## src/rtl/core/mpfb_pkg.sv

```systemverilog
// Package for the monochrome page framebuffer: panel geometry, action and
// state codes, and the rectangle bundle shared by the top level and mask unit.
// No dependencies.
package mpfb_pkg;

   localparam int DISPLAY_WIDTH  = 128;
   localparam int DISPLAY_HEIGHT = 64;
   localparam int PAGE_COUNT     = (DISPLAY_HEIGHT + 7) / 8;
   localparam int STORE_BYTES    = DISPLAY_WIDTH * PAGE_COUNT;
   localparam int ADDR_W         = (STORE_BYTES > 1) ? $clog2(STORE_BYTES) : 1;
   localparam int PAGE_W         = (PAGE_COUNT > 1) ? $clog2(PAGE_COUNT) : 1;

   typedef enum logic [2:0] {
      ACT_CLEAR   = 3'd0,
      ACT_PIXEL   = 3'd1,
      ACT_FILL    = 3'd2,
      ACT_OUTLINE = 3'd3,
      ACT_READ    = 3'd4
   } action_type;

   typedef enum logic [2:0] {
      ST_IDLE,
      ST_CLEAR,
      ST_READ,
      ST_MODIFY,
      ST_DONE
   } state_type;

   typedef struct packed {
      logic [7:0] x;
      logic [7:0] y;
      logic [7:0] w;
      logic [7:0] h;
   } rect_type;

endpackage

```

## src/rtl/core/mpfb_mask.sv

```systemverilog
// Byte mask unit: which of the eight pixels of one page byte a fill, pixel or
// outline action touches. Depends on mpfb_pkg.
module mpfb_mask (
   input  mpfb_pkg::action_type            act,
   input  logic [7:0]                      col,
   input  logic [mpfb_pkg::PAGE_W-1:0]     page,
   input  mpfb_pkg::rect_type              rect,
   output logic [7:0]                      mask
);
   import mpfb_pkg::*;

   logic       col_ok;
   logic       col_span;
   logic       col_edge;

   assign col_ok   = col < 8'(DISPLAY_WIDTH);
   // column lies in x .. x+w-1, wrapping modulo 256
   assign col_span = 8'(col - rect.x) < rect.w;
   assign col_edge = (col == rect.x) || (col == 8'(rect.x + rect.w - 8'd1));

   always_comb begin : mask_calc
      logic [7:0] row;
      logic       row_ok;
      logic       row_span;
      logic       row_edge;
      mask = '0;
      for (int n = 0; n < 8; n++) begin
         row      = 8'({page, 3'(n)});
         row_ok   = row < 8'(DISPLAY_HEIGHT);
         row_span = 8'(row - rect.y) < rect.h;
         row_edge = (row == rect.y) || (row == 8'(rect.y + rect.h - 8'd1));
         case (act)
            ACT_PIXEL, ACT_FILL: begin
               mask[n] = col_ok && row_ok && col_span && row_span;
            end
            ACT_OUTLINE: begin
               mask[n] = col_ok && row_ok &&
                         ((col_span && row_edge) || (col_edge && row_span));
            end
            default: begin
               mask[n] = 1'b0;
            end
         endcase
      end
   end

endmodule

```

## config.mk

```make
export PLATFORM = sky130hd
export DESIGN_NAME = mpfb_mask
export DESIGN_NICKNAME = d
export VERILOG_FILES = /design/src/rtl/core/mpfb_pkg.sv /design/src/rtl/core/mpfb_mask.sv
export SDC_FILE = /design/constraint.sdc
export NUM_CORES = 1
export LEC_CHECK = 0
export BUFFER_PORTS_ARGS = -buffer_cell sky130_fd_sc_hd__buf_2
export CAP_MARGIN = 20
export CORE_MARGIN = 2
export CORE_UTILIZATION = 52
export DETAILED_ROUTE_END_ITERATION = 6
export PLACE_DENSITY_LB_ADDON = 0.25
export SYNTH_ARGS = -nofsm -noshare
export SYNTH_HDL_FRONTEND = slang
export SYNTH_SLANG_ARGS = --single-unit
export TNS_END_PERCENT = 1
```

## constraint.sdc

```tcl
create_clock -name vclk -period 9.35
set_input_delay 0.935 -clock vclk [all_inputs]
set_output_delay 0.935 -clock vclk [all_outputs]
set_load 0.01 [all_outputs]
```

## Yosys cells after proc, flatten, opt, wreduce, memory -nomap -nowiden

Index checks and enable logic that the tools add are counted.

| word-level totals | value |
|---|---|
| input port bits | 46 |
| logic and storage cells | 103 |
| flip-flop bits (word level) | 0 |
| output and inout port bits | 8 |

| operators by class | value |
|---|---|
| equal/unequal tests | 21 |
| order comparisons | 10 |
| reductions and logical operators | 51 |
| multiplexer cells | 8 |
| add/subtract/negate cells | 13 |

Operator list:

| operator | count |
|---|---|
| $eq A6 B8 Y1 | 16 |
| $lt A8 B8 Y1 | 9 |
| $sub A6 B8 Y8 | 8 |
| $logic_and A1 B1 Y1 | 33 |
| $logic_or A1 B1 Y1 | 17 |
| $add A8 B8 Y8 | 2 |
| $eq A8 B8 Y1 | 2 |
| $pmux W1 S2 | 8 |
| $sub A8 B1 Y8 const B | 2 |
| $lt A8 B8 Y1 const B | 1 |
| $sub A8 B8 Y8 | 1 |
| $eq A3 B2 Y1 const B | 2 |
| $eq A3 B1 Y1 const B | 1 |
| $reduce_or A2 Y1 | 1 |

## Longest topological paths before layout

| depth | value |
|---|---|
| word-level depth | 8 |
| depth in mapped cells | 17 |

## Worst setup path before layout

No wires, ideal clock.

| timing | value |
|---|---|
| path kind | in2out |
| start point | in col[0] |
| end point | out mask[0] |
| stages on the path | 17 |
| slack | 4.727 ns |
| arrival time | 3.688 ns |
| cells stage by stage | inv_1 > ha_1 > inv_1 > fa_1 > nand2_1 > nand2_1 > a21oi_1 > o21bai_1 > a21oi_1 > xnor2_1 > ha_1 > nand2_1 > nor4_4 > a2111oi_2 > o21a_2 > a31oi_4 > o211ai_2 |

| between the ends | value |
|---|---|
| cells in the longest elaborated chain, start to end | 6 |
| elaborated cells between the ends (all ways) | 13 |
| classes of those cells | 1 x add/sub; 2 x order compare; 2 x eq/ne; 1 x mux; 7 x reduce/logical |

Ends and longest elaborated chain:

| what | line | source |
|---|---|---|
| start, declared | mpfb_mask.sv:5 | `input logic [7:0] col,` |
| $sub A8 B8 Y8 or $eq A8 B8 Y1 (tied branches) | mpfb_mask.sv:18, mpfb_mask.sv:19 |  |
| $lt A8 B8 Y1 or $logic_or A1 B1 Y1 (tied branches) | mpfb_mask.sv:18, mpfb_mask.sv:19 |  |
| $logic_and A1 B1 Y1 | mpfb_mask.sv:38 | `((col_span && row_edge) \|\| (col_edge && row_span));` |
| $logic_or A1 B1 Y1 | mpfb_mask.sv:38 |  |
| $logic_and A1 B1 Y1 | mpfb_mask.sv:37 | `mask[n] = col_ok && row_ok &&` |
| $pmux W1 S2 (*) | mpfb_mask.sv:32 | `case (act)` |
| end, declared | mpfb_mask.sv:8 | `output logic [7:0] mask` |

Mark *: on every way between the ends. The rest lies on a longest branch, timed or not.

## Worst setup path in the final report

| timing | value |
|---|---|
| start point | in col[0] |
| end point | out mask[5] |

The elaborated chain is that of the path after synthesis.

==> results.py <==
metrics = {
    "cells_and_area": {
        "drive_gt1_share_pct": 13.7,
        "synthToLayoutAreaGrowth_pct": 9.65,
        "clkbuf_count": 0,
        "final_common_cell": "ha_1",
        "num_antenna_cells": 0,
        "seq_cell_count": 0,
        "final_cell_mix": "ha_1 (107), inv_1 (70), buf_2 (54), xnor2_1 (48), a21oi_1 (42)",
        "n_fill_cell": 683,
        "multi_input_area_um2": 3410,
        "regArea_um2": 0,
        "fin_nets": 686,
    },
    "die": {
        "die_w_um": 88.5,
        "dieArea_um2": 7830,
        "fp-row-count": 30,
        "num_io_pins": 54,
        "die_y_um": 88.5,
        "start_util_pct": 54.3,
        "fp.coreArea_um2": 6830,
    },
    "setup_path": {
        "cp_data_required_time_ps": 8420,
        "cp_num_buf_inv": 4,
        "critical_path_arrival_ps": 4220,
        "cp_common_cell": "nand2_1",
        "crit_path_end_kind": "primary output",
        "crit_start": "col[0]",
        "path_cells": "buf_2 > inv_1 > ha_1 > inv_1 > fa_1 > nand2_1 > nand2_1 > a21oi_1 > o21bai_1 > a21oi_1 > xnor2_1 > ha_1 > nand2_1 > nor4_4 > a2111oi_2 > o21a_2 > a31oi_4 > o211ai_2 > buf_2",
        "cp_top_family": "compound AO/OA/AOI/OAI gates",
        "crit_fanout": 8,
        "crit_type": "in -> out",
        "crit_path_max_incr_delay_ps": 400,
        "critPathLaunchType": "input pin",
        "slowest_stage": "nor4_4",
    },
    "timing": {
        "setup_violations": 0,
        "tns_ps": 0,
        "min_period_ps": 5150,
        "worst_pin_slew_ps": 788,
        "max_freq_mhz": 194,
        "rsz0062_at_grt": "no",
        "relSlewSlack_pct": 47.5,
        "period_share_pct": 55.1,
        "fin_ws_ps": 4200,
        "finalMaxSlewViolations": 0,
        "final_hold_viol_count": 0,
    },
    "pwr": {
        "power_density_nw_per_um2": 76.8,
        "power.switching_uw": 181,
        "pwr-share-comb_pct": 100.0,
        "ir_drop_mv": 0.0405,
        "seq_power_share_pct": 0,
        "pwr-share-clk_pct": 0,
        "leakagePower_nw": 2.10,
        "swShare_pct": 57.9,
        "internal_power_uw": 131,
    },
    "synthesis": {
        "syn_nets": 638,
        "synth-seq-area-share_pct": 0,
        "synth.largest_area_cell": "ha_1",
        "synth_area_um2": 3710,
        "ys_warn_count": 0,
        "yosysTopAreaCellShare_pct": 36.1,
        "synth_cells": 480,
        "postSynthAreaPerCell_um2": 7.73,
        "synth.area.top_cells": "ha_1 (36%), xnor2_1 (11%), inv_1 (7.1%)",
        "synth_cell_types": 44,
    },
    "clocking": {
        "ctsHoldBuffers": 0,
        "cts_setup_buffers": 0,
        "ctsResizeCount": 0,
    },
    "detailed_routing": {
        "final_antenna_net_count": 0,
        "first_pass_iters": 5,
        "post-route-drc-count": 0,
        "dr_total_vias": 3552,
        "drtIter0Drc": 282,
        "wirelength_mm": 9.75,
        "avgRoutedWirePerCell_um": 15.7,
        "viasPerCell": 5.71,
    },
    "global_route": {
        "antenna_found_initial": 0,
        "grt_max_degree": 22,
        "gr-total-overflow": 0,
        "grt_pass1_vias": 3385,
        "grt_pass1_wl_mm": 16.0,
        "grt_usage_pct": 25.6,
    },
    "min_path": {
        "hold_class": "in -> out",
        "hp-start": "rect[16]",
    },
    "placed_design": {
        "place_ws_ps": 4200,
        "numPortBuffers": 54,
        "hpwl_mm": 8.26,
        "gp_congestion": 0.922,
    },
    "run_status": {
        "status": "complete, no violations",
    },
    "flow_run": {
        "drv_cap": 0,
    },
}
-- routing by layer --
metal  vias to the layer above  routed length (um)  GRT usage, %
met5                         -                   0             0
li1                       1775                   -             -
met1                      1606                4530          35.7
met2                       150                4250          43.7
met4                         0                 218          4.68
met3                        21                 750          1.87
-- power by group through the flow --
| stage | combinational, mW | clock, mW | sequential (mW) |
|---|---|---|---|
| 2_1_floorplan | 0.232 | 0 | 0 |
| 3_3_place_gp | 0.300 | 0 | 0 |
| 3_5_place_dp | 0.307 | 0 | 0 |
| 4_1_cts | 0.309 | 0 | 0 |
| 5_1_grt | 0.353 | 0 | 0 |
| 6_report | 0.312 | 0 | 0 |
-- per-stage QoR --
step / instances / util, % / hold slack (ps) / power (mW) / cell area, um^2
after floorplan: 480 / - / 2100 / 0.232 / 3710
after global placement: 622 / 59.5 / 2540 / 0.300 / 4070
after detailed placement: 622 / 59.5 / 2560 / 0.307 / 4070
after CTS: 622 / 59.5 / 2560 / 0.309 / 4070
after global routing: 622 / 59.5 / 2620 / 0.353 / 4070
final: 622 / 59.5 / 2560 / 0.312 / 4070
-- final timing paths --
path                  endpoint  slack (ps)  cells past startpoint
worst max-delay path   mask[5]        4200                     19
worst min-delay path   mask[3]        2560                      6
-- layout make-up --
cell class | instances | area share, %
inverter | 70 | 6.46
timing repair buffer | 54 | 6.64
multi-input combinational | 402 | 83.9
tap | 96 | 2.95
-- kinds of logic (layout without fill, tap and decap cells) --
group	after synthesis	after routing	synth area share (%)
xor gates and xnor gates	68	68	16.3
AOI/OAI and AO/OA	120	120	21.6
adders and majority gates	112	112	38.8
and+or+nand+nor	102	102	15.4
buffers and inverters	78	124	7.96
-- synth_stat cells (2+ instances only) --
cell type and number:
a211o_1 4, a211oi_1 4, a21o_1 7, a21oi_1 42, and2_1 4, and3_1 8, buf_1 2, buf_2 2
clkbuf_1 4, fa_1 5, ha_1 107, inv_1 70, nand2_1 20, nand2b_1 2, nand3_1 7, nand4_1 8
nand4b_1 5, nor2_1 26, nor2b_1 5, nor3_1 9, nor4_4 2, o211ai_1 9, o211ai_2 7, o21ai_0 28
o21ai_1 4, o21bai_1 5, or2_1 2, xnor2_1 48, xor2_1 19
Note: power is estimated with default switching activity, not from simulation.
